File: src/sv/oems_pkg.sv
// oems_pkg: shared types, codes and the control program of the odd-even merge sorter
// no dependencies; imported by odd_even_merge_sorter_unit and the testbench
package oems_pkg;

  // port widths that the interface fixes
  localparam int DATA_W = 32;
  localparam int POS_W  = 6;

  // micro-operation codes, one datapath action per control word
  localparam int OP_W = 4;
  localparam logic [OP_W-1:0] OP_NOP    = 4'd0;
  localparam logic [OP_W-1:0] OP_LOAD   = 4'd1;
  localparam logic [OP_W-1:0] OP_P_INIT = 4'd2;
  localparam logic [OP_W-1:0] OP_K_INIT = 4'd3;
  localparam logic [OP_W-1:0] OP_J_INIT = 4'd4;
  localparam logic [OP_W-1:0] OP_I_INIT = 4'd5;
  localparam logic [OP_W-1:0] OP_READ   = 4'd6;
  localparam logic [OP_W-1:0] OP_SWAP_A = 4'd7;
  localparam logic [OP_W-1:0] OP_SWAP_B = 4'd8;
  localparam logic [OP_W-1:0] OP_I_NEXT = 4'd9;
  localparam logic [OP_W-1:0] OP_J_NEXT = 4'd10;
  localparam logic [OP_W-1:0] OP_K_NEXT = 4'd11;
  localparam logic [OP_W-1:0] OP_P_NEXT = 4'd12;
  localparam logic [OP_W-1:0] OP_O_INIT = 4'd13;
  localparam logic [OP_W-1:0] OP_E_READ = 4'd14;
  localparam logic [OP_W-1:0] OP_EMIT   = 4'd15;

  // hold conditions: the step waits, and does nothing, while its hold is true
  localparam int HOLD_W = 2;
  localparam logic [HOLD_W-1:0] HOLD_NONE = 2'd0;
  localparam logic [HOLD_W-1:0] HOLD_IN   = 2'd1;
  localparam logic [HOLD_W-1:0] HOLD_OUT  = 2'd2;

  // jump conditions, taken to the target when true
  localparam int JUMP_W = 4;
  localparam logic [JUMP_W-1:0] JUMP_NEVER     = 4'd0;
  localparam logic [JUMP_W-1:0] JUMP_ALWAYS    = 4'd1;
  localparam logic [JUMP_W-1:0] JUMP_LOAD_MORE = 4'd2;
  localparam logic [JUMP_W-1:0] JUMP_P_END     = 4'd3;
  localparam logic [JUMP_W-1:0] JUMP_K_END     = 4'd4;
  localparam logic [JUMP_W-1:0] JUMP_J_END     = 4'd5;
  localparam logic [JUMP_W-1:0] JUMP_I_END     = 4'd6;
  localparam logic [JUMP_W-1:0] JUMP_CROSS     = 4'd7;
  localparam logic [JUMP_W-1:0] JUMP_EMIT_MORE = 4'd8;

  // program addresses
  localparam int UPC_W = 5;
  localparam logic [UPC_W-1:0] STEP_LOAD   = 5'd0;
  localparam logic [UPC_W-1:0] STEP_P_INIT = 5'd1;
  localparam logic [UPC_W-1:0] STEP_P_TEST = 5'd2;
  localparam logic [UPC_W-1:0] STEP_K_INIT = 5'd3;
  localparam logic [UPC_W-1:0] STEP_K_TEST = 5'd4;
  localparam logic [UPC_W-1:0] STEP_J_INIT = 5'd5;
  localparam logic [UPC_W-1:0] STEP_J_TEST = 5'd6;
  localparam logic [UPC_W-1:0] STEP_I_INIT = 5'd7;
  localparam logic [UPC_W-1:0] STEP_I_TEST = 5'd8;
  localparam logic [UPC_W-1:0] STEP_READ   = 5'd9;
  localparam logic [UPC_W-1:0] STEP_SWAP_A = 5'd10;
  localparam logic [UPC_W-1:0] STEP_SWAP_B = 5'd11;
  localparam logic [UPC_W-1:0] STEP_I_NEXT = 5'd12;
  localparam logic [UPC_W-1:0] STEP_J_NEXT = 5'd13;
  localparam logic [UPC_W-1:0] STEP_K_NEXT = 5'd14;
  localparam logic [UPC_W-1:0] STEP_P_NEXT = 5'd15;
  localparam logic [UPC_W-1:0] STEP_O_INIT = 5'd16;
  localparam logic [UPC_W-1:0] STEP_E_READ = 5'd17;
  localparam logic [UPC_W-1:0] STEP_EMIT   = 5'd18;
  localparam logic [UPC_W-1:0] STEP_BACK   = 5'd19;

  typedef struct packed {
    logic [OP_W-1:0]   op;
    logic [HOLD_W-1:0] hold;
    logic [JUMP_W-1:0] jump;
    logic [UPC_W-1:0]  target;
  } ctrl_word_t;

  // control store: the loop nest of the merge network plus load and emit
  function automatic ctrl_word_t ucode(input logic [UPC_W-1:0] step);
    ctrl_word_t cw;
    cw = '{op: OP_NOP, hold: HOLD_NONE, jump: JUMP_ALWAYS, target: STEP_LOAD};
    unique case (step)
      STEP_LOAD:   cw = '{OP_LOAD,   HOLD_IN,   JUMP_LOAD_MORE, STEP_LOAD};
      STEP_P_INIT: cw = '{OP_P_INIT, HOLD_NONE, JUMP_NEVER,     STEP_LOAD};
      STEP_P_TEST: cw = '{OP_NOP,    HOLD_NONE, JUMP_P_END,     STEP_O_INIT};
      STEP_K_INIT: cw = '{OP_K_INIT, HOLD_NONE, JUMP_NEVER,     STEP_LOAD};
      STEP_K_TEST: cw = '{OP_NOP,    HOLD_NONE, JUMP_K_END,     STEP_P_NEXT};
      STEP_J_INIT: cw = '{OP_J_INIT, HOLD_NONE, JUMP_NEVER,     STEP_LOAD};
      STEP_J_TEST: cw = '{OP_NOP,    HOLD_NONE, JUMP_J_END,     STEP_K_NEXT};
      STEP_I_INIT: cw = '{OP_I_INIT, HOLD_NONE, JUMP_NEVER,     STEP_LOAD};
      STEP_I_TEST: cw = '{OP_NOP,    HOLD_NONE, JUMP_I_END,     STEP_J_NEXT};
      STEP_READ:   cw = '{OP_READ,   HOLD_NONE, JUMP_CROSS,     STEP_I_NEXT};
      STEP_SWAP_A: cw = '{OP_SWAP_A, HOLD_NONE, JUMP_NEVER,     STEP_LOAD};
      STEP_SWAP_B: cw = '{OP_SWAP_B, HOLD_NONE, JUMP_NEVER,     STEP_LOAD};
      STEP_I_NEXT: cw = '{OP_I_NEXT, HOLD_NONE, JUMP_ALWAYS,    STEP_I_TEST};
      STEP_J_NEXT: cw = '{OP_J_NEXT, HOLD_NONE, JUMP_ALWAYS,    STEP_J_TEST};
      STEP_K_NEXT: cw = '{OP_K_NEXT, HOLD_NONE, JUMP_ALWAYS,    STEP_K_TEST};
      STEP_P_NEXT: cw = '{OP_P_NEXT, HOLD_NONE, JUMP_ALWAYS,    STEP_P_TEST};
      STEP_O_INIT: cw = '{OP_O_INIT, HOLD_NONE, JUMP_NEVER,     STEP_LOAD};
      STEP_E_READ: cw = '{OP_E_READ, HOLD_NONE, JUMP_NEVER,     STEP_LOAD};
      STEP_EMIT:   cw = '{OP_EMIT,   HOLD_OUT,  JUMP_EMIT_MORE, STEP_E_READ};
      STEP_BACK:   cw = '{OP_NOP,    HOLD_NONE, JUMP_ALWAYS,    STEP_LOAD};
      default:     cw = '{OP_NOP,    HOLD_NONE, JUMP_ALWAYS,    STEP_LOAD};
    endcase
    return cw;
  endfunction

endpackage

File: src/sv/oems_ram.sv
// oems_ram: generic RAM, one write port and two registered read ports
// no dependencies; used by odd_even_merge_sorter_unit for the value store
module oems_ram #(
  parameter int WIDTH = 32,
  parameter int DEPTH = 32
) (
  input  logic                     clk,
  input  logic                     we,
  input  logic [$clog2(DEPTH)-1:0] waddr,
  input  logic [WIDTH-1:0]         wdata,
  input  logic [$clog2(DEPTH)-1:0] raddr_a,
  input  logic [$clog2(DEPTH)-1:0] raddr_b,
  output logic [WIDTH-1:0]         rdata_a,
  output logic [WIDTH-1:0]         rdata_b
);

  logic [WIDTH-1:0] mem [DEPTH];

  // write port
  always_ff @(posedge clk) begin
    if (we) begin
      mem[waddr] <= wdata;
    end
  end

  // registered read ports
  always_ff @(posedge clk) begin
    rdata_a <= mem[raddr_a];
    rdata_b <= mem[raddr_b];
  end

endmodule

File: src/sv/odd_even_merge_sorter_unit.sv
// odd_even_merge_sorter_unit: top level, microcoded sequencer and datapath of the sorter
// depends on oems_pkg (control program, codes) and oems_ram (value store)
//
// Collects ELEMENTS signed words (a power of two), one per accepted input word, then
// sorts them ascending with a Batcher odd-even merge network and sends them out lowest
// first with their position; last marks the final word of the run. Loading accepts one
// word per cycle. The sort is run by a small program in a control store stepping a
// shared compare-exchange datapath: each compare-exchange runs the loop test, the
// two-port read, two writes through the store's single write port and the index step;
// each pair skipped by the network runs only the loop test, the read and the index step.
// Each word is emitted by a read step and an emit step, which waits while the output
// is stalled. Input is stalled from the last word of a set until the sequencer returns
// to the load step after the last sorted word has been placed in the output register.
module odd_even_merge_sorter_unit #(
  parameter int ELEMENTS    = 32,
  parameter int VALUE_WIDTH = 32
) (
  input  logic                              clk,
  input  logic                              rst,
  input  logic                              in_valid,
  output logic                              in_stall,
  input  logic signed [oems_pkg::DATA_W-1:0] value,
  output logic                              out_valid,
  input  logic                              out_stall,
  output logic signed [oems_pkg::DATA_W-1:0] sorted_value,
  output logic [oems_pkg::POS_W-1:0]        position,
  output logic                              last
);

  import oems_pkg::*;

  localparam int AW = $clog2(ELEMENTS);
  localparam int CW = AW + 1;
  localparam int SW = CW + 1;
  localparam logic [SW-1:0] N_S   = SW'(ELEMENTS);
  localparam logic [AW-1:0] A_TOP = AW'(ELEMENTS - 1);

  // sequencer state
  logic [UPC_W-1:0] upc;
  logic [UPC_W-1:0] upc_next;
  ctrl_word_t       cw;

  // loop indices of the network and the load / emit counters
  logic [CW-1:0] p;
  logic [CW-1:0] k;
  logic [CW-1:0] j;
  logic [CW-1:0] i;
  logic [AW-1:0] load_count;
  logic [AW-1:0] o;

  // compare-exchange datapath
  logic [SW-1:0]          addr_a;
  logic [SW-1:0]          addr_b;
  logic [SW-1:0]          jk_sum;
  logic [SW-1:0]          blk_mask;
  logic [VALUE_WIDTH-1:0] hi_val;
  logic [VALUE_WIDTH-1:0] rd_a;
  logic [VALUE_WIDTH-1:0] rd_b;
  logic                   swap;

  // store ports
  logic                   ram_we;
  logic [AW-1:0]          ram_waddr;
  logic [VALUE_WIDTH-1:0] ram_wdata;
  logic [AW-1:0]          ram_raddr_a;

  logic hold;
  logic go;
  logic jump;

  // control store lookup
  assign cw = ucode(upc);

  // index arithmetic of the network
  assign addr_a   = SW'(i) + SW'(j);
  assign addr_b   = addr_a + SW'(k);
  assign jk_sum   = SW'(j) + SW'(k);
  assign blk_mask = ~((SW'(p) << 1) - SW'(1));
  assign swap     = $signed(rd_a) > $signed(rd_b);

  // hold decode
  always_comb begin
    unique case (cw.hold)
      HOLD_IN:  hold = !in_valid;
      HOLD_OUT: hold = out_valid && out_stall;
      default:  hold = 1'b0;
    endcase
  end

  assign go       = !hold;
  assign in_stall = (cw.hold != HOLD_IN);

  // jump decode
  always_comb begin
    unique case (cw.jump)
      JUMP_ALWAYS:    jump = 1'b1;
      JUMP_LOAD_MORE: jump = (load_count != A_TOP);
      JUMP_P_END:     jump = (SW'(p) >= N_S);
      JUMP_K_END:     jump = (k == '0);
      JUMP_J_END:     jump = (jk_sum >= N_S);
      JUMP_I_END:     jump = (i >= k) || (addr_b >= N_S);
      JUMP_CROSS:     jump = ((addr_a ^ addr_b) & blk_mask) != '0;
      JUMP_EMIT_MORE: jump = (o != A_TOP);
      default:        jump = 1'b0;
    endcase
  end

  // next step
  always_comb begin
    if (hold) begin
      upc_next = upc;
    end else if (jump) begin
      upc_next = cw.target;
    end else begin
      upc_next = upc + UPC_W'(1);
    end
  end

  always_ff @(posedge clk) begin
    if (rst) begin
      upc <= STEP_LOAD;
    end else begin
      upc <= upc_next;
    end
  end

  // store write port: loading, then the low and high halves of an exchange
  always_comb begin
    ram_we    = 1'b0;
    ram_waddr = load_count;
    ram_wdata = VALUE_WIDTH'($unsigned(value));
    if (go && cw.op == OP_LOAD) begin
      ram_we = 1'b1;
    end else if (cw.op == OP_SWAP_A) begin
      ram_we    = 1'b1;
      ram_waddr = addr_a[AW-1:0];
      ram_wdata = swap ? rd_b : rd_a;
    end else if (cw.op == OP_SWAP_B) begin
      ram_we    = 1'b1;
      ram_waddr = addr_b[AW-1:0];
      ram_wdata = hi_val;
    end
  end

  // port a follows the emit counter while emitting, else the exchange pair
  assign ram_raddr_a = (cw.op == OP_E_READ || cw.op == OP_EMIT) ? o : addr_a[AW-1:0];

  oems_ram #(
    .WIDTH(VALUE_WIDTH),
    .DEPTH(ELEMENTS)
  ) u_store (
    .clk    (clk),
    .we     (ram_we),
    .waddr  (ram_waddr),
    .wdata  (ram_wdata),
    .raddr_a(ram_raddr_a),
    .raddr_b(addr_b[AW-1:0]),
    .rdata_a(rd_a),
    .rdata_b(rd_b)
  );

  // index registers, stepped by the control word
  always_ff @(posedge clk) begin
    if (rst) begin
      load_count <= '0;
      p          <= '0;
      k          <= '0;
      j          <= '0;
      i          <= '0;
      o          <= '0;
    end else if (go) begin
      unique case (cw.op)
        OP_NOP:    ;
        OP_LOAD:   load_count <= (load_count == A_TOP) ? '0 : load_count + AW'(1);
        OP_P_INIT: p <= CW'(1);
        OP_K_INIT: k <= p;
        OP_J_INIT: j <= k & (p - CW'(1));
        OP_I_INIT: i <= '0;
        OP_READ:   ;
        OP_SWAP_A: ;
        OP_SWAP_B: ;
        OP_I_NEXT: i <= i + CW'(1);
        OP_J_NEXT: j <= j + (k << 1);
        OP_K_NEXT: k <= k >> 1;
        OP_P_NEXT: p <= p << 1;
        OP_O_INIT: o <= '0;
        OP_E_READ: ;
        OP_EMIT:   o <= o + AW'(1);
      endcase
    end
  end

  // high half of an exchange is registered for the second write
  always_ff @(posedge clk) begin
    if (cw.op == OP_SWAP_A) begin
      hi_val <= swap ? rd_a : rd_b;
    end
  end

  // output register
  always_ff @(posedge clk) begin
    if (rst) begin
      out_valid <= 1'b0;
    end else if (go && cw.op == OP_EMIT) begin
      out_valid <= 1'b1;
    end else if (!out_stall) begin
      out_valid <= 1'b0;
    end
  end

  always_ff @(posedge clk) begin
    if (go && cw.op == OP_EMIT) begin
      sorted_value <= $signed(DATA_W'($unsigned(rd_a)));
      position     <= POS_W'(o);
      last         <= (o == A_TOP);
    end
  end

endmodule

File: config.mk
export PLATFORM = sky130hd
export DESIGN_NAME = odd_even_merge_sorter_unit
export DESIGN_NICKNAME = d
export VERILOG_FILES = /design/src/sv/oems_pkg.sv /design/src/sv/oems_ram.sv /design/src/sv/odd_even_merge_sorter_unit.sv
export SDC_FILE = /design/constraint.sdc
export NUM_CORES = 2
export LEC_CHECK = 0
export BUFFER_PORTS_ARGS = -buffer_cell sky130_fd_sc_hd__buf_2
export CAP_MARGIN = 25
export CORE_MARGIN = 2
export CORE_UTILIZATION = 57
export DETAILED_ROUTE_END_ITERATION = 8
export GPL_TIMING_DRIVEN = 0
export PLACE_DENSITY = 0.83
export SYNTH_ARGS = -nofsm -noshare
export SYNTH_HDL_FRONTEND = slang
export SYNTH_HIERARCHICAL = 1
export SYNTH_SLANG_ARGS = --single-unit
File: constraint.sdc
create_clock -name clk -period 4.8 [get_ports clk]
set_clock_uncertainty 0.2 [all_clocks]
set_input_delay 0.24 -clock clk [delete_from_list [all_inputs] [get_ports clk]]
set_output_delay 0.24 -clock clk [all_outputs]
set_load 0.03 [all_outputs]
; ---- After elaboration in Yosys (flattened, before gate mapping)
; Memory sizes are Yosys's and may differ from the RTL's. A register that Yosys moved wholly into a read port is not among the register bits.
; Cells that the tools add are included.
[op_classes]
n_bitwise = 5
n_mul = 0
n_shift = 0
n_addsub = 10
n_div = 0
magnitude_cmp = 5
n_eq_ne = 30
muxes = 27
n_reduce_logical = 20
[op_table]
columns = operator, n
row1 = $mux W32, 5
row2 = $pmux W6 S2, 4
row3 = $mux W5, 8
row4 = $eq A4 B4 Y1 const B, 9
row5 = $gt A32 B32 Y1, 1
row6 = $eq A4 B3 Y1 const B, 7
row7 = $eq A4 B2 Y1 const B, 4
row8 = $add A5 B1 Y5 const B, 3
row9 = $add A6 B6 Y7, 2
row10 = $ge A7 B6 Y1 const B, 2
row11 = $reduce_and A2 Y1, 6
row12 = $eq A5 B5 Y1 const B, 2
row13 = $ne A5 B5 Y1 const B, 2
row14 = $pmux W5 S2, 1
row15 = $reduce_bool A2 Y1, 5
row16 = $eq A4 B1 Y1 const B, 2
row17 = $pmux W1 S8, 1
row18 = $add A7 B6 Y7, 1
row19 = $and A7 B7 Y7, 1
row20 = $mux W1, 7
row21 = $not A7 Y7, 1
row22 = $reduce_bool A7 Y1, 1
row23 = $sub A7 B1 Y7 const B, 1
row24 = $xor A7 B7 Y7, 1
row25 = 15 further kinds, 20
[totals]
ram_bits = 1024
latch_bits = 0
memories = 2
out_inout_bits = 41
elab_cells = 111
mem_bits_ro = 480
ff_bits = 110
inputBits = 36
[mem_list]
columns = memory, words, width, rd, rd_ports_with_merged_regs, wr, line
row1 = u_store.mem, 32, 32, 2, 2, 1, oems_ram.sv:17  ; logic [WIDTH-1:0] mem [DEPTH];
row2 = (no name shown), 32, 15, 1, 1, 0, oems_pkg.sv:80  ; unique case (step)

; ---- Depth between registers and ports, before layout
[logic_depth]
word_depth = 9
mapped_depth = 21
depth_no_buf = 20

; ---- Modules after synthesis
; The synthesis kept the hierarchy.
[modules_own_cells]
columns = module, n_inst, cells_per_inst, seq_area_each_um2, area_per_inst_um2
row1 = oems_ram, 1, 3450, 32030.7, 50070.5
row2 = odd_even_merge_sorter_unit, 1, 867, 3183.1, 8115.3

; ---- Worst setup path after synthesis
; No wires, ideal clock.
[synth_timing]
kind = flip-flop to flip-flop
start = reg i[0]
end = mem u_store.mem[19][0] (enable)
setup_ns = 0.421
slack_ns = -0.377
stages_incl_launch_ff = 12
n_path_buf = 0
arrival_time_ns = 4.556
required_ns = 4.179
synth_period_minus_slack_ns = 5.177
path_cell_list = dfxtp_1 > ha_1 > fa_1 > inv_1 > fa_1 > nand2b_1 > a21oi_2 > xor2_2 > nor2_1 > nor3_1 > or3b_2 > nor2_1
[synth_between]
elab_chain_cells = 5
[synth_rtl]
columns = element, line
row1 = start: declaration, odd_even_merge_sorter_unit.sv:47  ; logic [CW-1:0] i;
row2 = start signal: assignment, odd_even_merge_sorter_unit.sv:182  ; OP_I_NEXT: i <= i + CW'(1);
row3 = $add A6 B6 Y7, odd_even_merge_sorter_unit.sv:75  ; assign addr_a = SW'(i) + SW'(j);
row4 = $add A7 B6 Y7, odd_even_merge_sorter_unit.sv:76  ; assign addr_b = addr_a + SW'(k);
row5 = named net addr_b[4], odd_even_merge_sorter_unit.sv:53  ; logic [SW-1:0] addr_b;
row6 = $mux W5, odd_even_merge_sorter_unit.sv:138  ; end else if (cw.op == OP_SWAP_B) begin
row7 = $mux W5, odd_even_merge_sorter_unit.sv:134  ; end else if (cw.op == OP_SWAP_A) begin
row8 = $mux W5, odd_even_merge_sorter_unit.sv:132  ; if (go && cw.op == OP_LOAD) begin
row9 = named net ram_waddr[4], odd_even_merge_sorter_unit.sv:63  ; logic [AW-1:0] ram_waddr;
row10 = end: declaration, oems_ram.sv:17
; The timed path passes the listed nets, and every way through them passes these cells.

; ---- Final worst setup path
[layout_timing]
start = reg i[0]
end = reg u_store.rdata_b[23] (read register of u_store.mem)
[layout_between]
elab_chain_cells = 2
[layout_rtl]
columns = element, line
row1 = $add A6 B6 Y7, odd_even_merge_sorter_unit.sv:75
row2 = $add A7 B6 Y7, odd_even_merge_sorter_unit.sv:76
row3 = named net addr_b[3], odd_even_merge_sorter_unit.sv:53
row4 = end: declaration, oems_ram.sv:14  ; output logic [WIDTH-1:0] rdata_b
; The timed path passes the listed nets, and every way through them passes these cells.
; A chain may end at the register's enable or synchronous reset.

==> metrics.txt <==
# TYPE chip_impl_metric gauge
chip_impl_info{name="outcome",value="finished, violations left"} 1
chip_impl_info{name="failing_checks",value="negative setup slack"} 1
chip_impl_metric{name="leakage",unit="nW"} 21.8
chip_impl_metric{name="ios",unit=""} 77
chip_impl_metric{name="finalWorstPathRequiredPeriod",unit="ns"} 4.88
chip_impl_info{name="synth_ff_type",value="sky130_fd_sc_hd__edfxtp_1"} 1
chip_impl_info{name="most-common-layout-cells",value="sky130_fd_sc_hd__edfxtp_1 (1,094), sky130_fd_sc_hd__mux2i_1 (1,061), sky130_fd_sc_hd__nand2_1 (272)"} 1
chip_impl_info{name="setup.worst_path.start_class",value="flip-flop"} 1
chip_impl_metric{name="hold_viol_final",unit=""} 0
chip_impl_metric{name="number_of_antenna_violations_at_the_first_check_in_global_routing",unit=""} 3
chip_impl_metric{name="slew-limit-headroom",unit=""} 0.223
chip_impl_metric{name="cp.required",unit="ns"} 5.15
chip_impl_metric{name="start_util",unit=""} 0.574
chip_impl_info{name="grt_setup_unrepaired",value="true"} 1
chip_impl_metric{name="dieWidth",unit="um"} 324
chip_impl_metric{name="io_buffers",unit=""} 75
chip_impl_metric{name="num_vias",unit=""} 42400
chip_impl_metric{name="whs",unit="ns"} 0.153
chip_impl_metric{name="finalMaxSlewViolations",unit=""} 0
chip_impl_metric{name="cellPowerDensity",unit="nW/um2"} 566
chip_impl_info{name="critPathCaptureType",value="flip-flop"} 1
chip_impl_metric{name="cts.sink_count",unit=""} 1212
chip_impl_metric{name="detailed_placement_hpwl",unit="mm"} 127
chip_impl_metric{name="dieHeight",unit="um"} 324
chip_impl_metric{name="cts.path.max_buffers",unit=""} 3
chip_impl_metric{name="ys_seq_elements",unit=""} 1212
chip_impl_metric{name="drtPass1Iterations",unit=""} 8
chip_impl_metric{name="synth_area",unit="um2"} 58200
chip_impl_metric{name="grt-ovfl-total",unit=""} 0
chip_impl_metric{name="finalSetupViolCount",unit=""} 1
chip_impl_metric{name="maxCapViolations",unit=""} 0
chip_impl_metric{name="area.growth.synth_to_final",unit="%"} 15.6
chip_impl_metric{name="pre_cts_slack",unit="ns"} -1.61
chip_impl_metric{name="synthDominantCellAreaShare",unit=""} 0.565
chip_impl_metric{name="final_antenna_net_count",unit=""} 0
chip_impl_metric{name="layout-drive-gt1-share",unit=""} 0.147
chip_impl_metric{name="numCtsBuffers",unit=""} 117
chip_impl_metric{name="avgSynthCellArea",unit="um2"} 13.5
chip_impl_metric{name="postLayoutCellArea",unit="um2"} 67300
chip_impl_info{name="cts.root.buffer_cell",value="sky130_fd_sc_hd__clkbuf_16"} 1
chip_impl_metric{name="gp_routability_congestion",unit=""} 0.986
chip_impl_metric{name="netlist_instances",unit=""} 4317
chip_impl_metric{name="first_pass_grt_wire_length",unit="mm"} 267
chip_impl_metric{name="async_flop_share",unit=""} 0
chip_impl_metric{name="core_region_area",unit="um2"} 101000
chip_impl_metric{name="totalPowerFinal",unit="W"} 0.0381
chip_impl_metric{name="synth_edf_count",unit=""} 1094
chip_impl_metric{name="number_of_global_route_vias_before_repair",unit=""} 41000
chip_impl_metric{name="reg2regPathDepth",unit=""} 13
chip_impl_metric{name="grt_max_degree",unit=""} 40
chip_impl_metric{name="vdd_drop_max",unit="mV"} 0.482
chip_impl_metric{name="synth.yosys.warnings",unit=""} 6
chip_impl_metric{name="drt-vias-per-instance",unit=""} 6.92
chip_impl_info{name="post-synth-top-area-cell",value="sky130_fd_sc_hd__edfxtp_1"} 1
chip_impl_metric{name="fin_ws",unit="ns"} -0.0780
chip_impl_metric{name="max_slew.worst_pin.slew",unit="ns"} 1.17
chip_impl_metric{name="detail_route.drc_violations",unit=""} 0
chip_impl_metric{name="finalSetupTns",unit="ns"} -0.0780
chip_impl_metric{name="num-fill-cells",unit=""} 6813
chip_impl_info{name="synth_area_leaders",value="sky130_fd_sc_hd__edfxtp_1 (56%), sky130_fd_sc_hd__mux2i_1 (18%), sky130_fd_sc_hd__dfxtp_1 (4.1%), sky130_fd_sc_hd__a22oi_1 (2.9%), sky130_fd_sc_hd__a21oi_1 (2.0%)"} 1
chip_impl_metric{name="arrival_time_of_the_worst_setup_path",unit="ns"} 5.23
chip_impl_metric{name="placement.cell_area",unit="um2"} 61900
chip_impl_metric{name="drt_first_iter_violations",unit=""} 7003
chip_impl_metric{name="fin_nets",unit=""} 4775
chip_impl_metric{name="timing.critical_path.fanout_max",unit=""} 10
chip_impl_metric{name="clk_pin_slew_worst_paths",unit="ns"} 0.07
chip_impl_metric{name="grt_util_all_layers",unit=""} 0.350
chip_impl_metric{name="part_of_the_cycle_the_worst_path_needs",unit=""} 1.02
chip_impl_metric{name="postRouteWirelength",unit="mm"} 188
chip_impl_metric{name="clock_insertion_delay_worst_skew",unit="ns"} 0.73
chip_impl_metric{name="wire_per_inst",unit="um"} 30.6
chip_impl_metric{name="cts-htree-levels",unit=""} 3
chip_impl_metric{name="diodes",unit=""} 0
chip_impl_metric{name="synth_cell_type_count",unit=""} 72
chip_impl_metric{name="fp.dieArea",unit="um2"} 105000
chip_impl_metric{name="yosysSeqAreaShare",unit=""} 0.605
chip_impl_info{name="layout_commonest_cell",value="sky130_fd_sc_hd__edfxtp_1"} 1
chip_impl_info{name="hold_path_class",value="input pin to flip-flop"} 1
chip_impl_info{name="criticalPathCategory",value="flip-flop to flip-flop"} 1
chip_impl_metric{name="fmax",unit="MHz"} 205
chip_impl_info{name="tritoncts",value="built"} 1
chip_impl_metric{name="mappedNetlistNets",unit=""} 4430
chip_impl_metric{name="timing.hold.worst_path_depth",unit=""} 3
chip_impl_metric{name="row_count",unit=""} 117
-- where the power goes --
group	internal (W)	switching [W]	total, W
Clock	0.00574	0.00413	0.00986
Sequential	0.0128	0.000551	0.0134
Combinational	0.00486	0.0100	0.0149
Total	0.0234	0.0147	0.0381
-- final cells by class --
| cell class | count | area [um2] | area share |
|---|---|---|---|
| buffer | 289 | 1740 | 0.0259 |
| multi-input combinational | 2751 | 21800 | 0.324 |
| clock buffer | 149 | 3220 | 0.0479 |
| timing repair buffer | 227 | 2420 | 0.0360 |
| tap | 1368 | 1710 | 0.0254 |
| clock inverter | 72 | 927 | 0.0138 |
| inverter | 64 | 245 | 0.00365 |
| sequential | 1212 | 35200 | 0.524 |
-- logic make-up after synthesis --
| kind of cell | synth area share |
|---|---|
| compound gates | 0.0951 |
| buf+inv | 0.0340 |
| other cells | 0.0000644 |
| xor+xnor | 0.00355 |
| flops | 0.605 |
| simple gates | 0.0602 |
| mux | 0.185 |
| fa+ha+maj | 0.0171 |
-- stage by stage --
stage,utilization,cells
2_1_floorplan,-,4317
3_3_place_gp,0.594,5760
3_5_place_dp,0.610,5826
4_1_cts,0.660,6120
5_1_grt,0.663,6132
6_report,0.663,6132
-- cells in the mapped netlist (6+ instances only) --
cell type                  count
sky130_fd_sc_hd__o21ai_0      73
sky130_fd_sc_hd__nor2b_1      18
sky130_fd_sc_hd__nor3_1       79
sky130_fd_sc_hd__clkbuf_1    116
sky130_fd_sc_hd__a22o_1      130
sky130_fd_sc_hd__xnor2_1       9
sky130_fd_sc_hd__and2_1        8
sky130_fd_sc_hd__o21ai_1      17
sky130_fd_sc_hd__ha_1         73
sky130_fd_sc_hd__mux2_2        9
sky130_fd_sc_hd__a31oi_1      67
sky130_fd_sc_hd__o211ai_1      7
sky130_fd_sc_hd__buf_2        74
sky130_fd_sc_hd__nor3b_1       7
sky130_fd_sc_hd__nand3_1     219
sky130_fd_sc_hd__edfxtp_1   1094
sky130_fd_sc_hd__mux2i_1    1063
sky130_fd_sc_hd__inv_1        63
sky130_fd_sc_hd__a22oi_1     228
sky130_fd_sc_hd__a211oi_1     15
sky130_fd_sc_hd__nand3b_1     11
sky130_fd_sc_hd__buf_4        48
sky130_fd_sc_hd__nand2_1     272
sky130_fd_sc_hd__nor4_1        6
sky130_fd_sc_hd__buf_6        48
sky130_fd_sc_hd__a21o_1       17
sky130_fd_sc_hd__nand4_1       7
sky130_fd_sc_hd__xor2_1        9
sky130_fd_sc_hd__nand2b_1     15
sky130_fd_sc_hd__dfxtp_1     118
sky130_fd_sc_hd__nor2_1       90
sky130_fd_sc_hd__a21oi_1     236
-- path summary, 6_finish.rpt --
check / start / end / slack (ns)
worst max register to register: i[0] / u_store/rdata_b[23] / -0.08
worst max-delay path: i[0] / u_store/rdata_b[23] / -0.08
worst min register to register: out_valid / out_valid / 0.27
worst min-delay path: value[25] / u_store/mem[18][25] / 0.15
-- critical path: stages (launching register included) --
cell and delay [ns]:
sky130_fd_sc_hd__dfxtp_2 0.39, sky130_fd_sc_hd__ha_4 0.17, sky130_fd_sc_hd__fa_2 0.45, sky130_fd_sc_hd__buf_4 0.17, sky130_fd_sc_hd__ha_1 0.33, sky130_fd_sc_hd__a211oi_4 0.32
sky130_fd_sc_hd__nor2_1 0.15, sky130_fd_sc_hd__nor2_1 0.42, sky130_fd_sc_hd__or2_2 0.20, sky130_fd_sc_hd__clkbuf_1 0.36, sky130_fd_sc_hd__clkbuf_2 0.39, sky130_fd_sc_hd__nor3_1 0.17
sky130_fd_sc_hd__a31oi_1 0.80, sky130_fd_sc_hd__nand3_1 0.18
-- metal layers --
layer / GRT usage / share of wire / vias to the layer above
met1: 0.441 / 0.35 / 20600
met2: 0.522 / 0.43 / 3527
met4: 0.260 / 0.088 / 2
met3: 0.0947 / 0.13 / 817
li1: - / - / 17500
met5: 0 / 0.000096 / -
-- flip-flops by register name, indices dropped and copies added (netlist names) --
name,cells
u_store/mem,1024
hi_val,32
sorted_value,32
u_store/rdata_a,32
u_store/rdata_b,32
cw,14
i,6
j,6
k,6
p,6
load_count,5
o,5
position,5
upc,5
last,1
out_valid,1
-- what timing repair did --
action,4_1_cts,5_1_grt
hold endpoints to repair,382,0
setup endpoints to repair,2118,1273
gates cloned,1,0
setup buffers,40,10
hold buffers,33,0
pin swaps,30,19
gates resized for setup,50,38
Power figures use the tool's default switching activity.
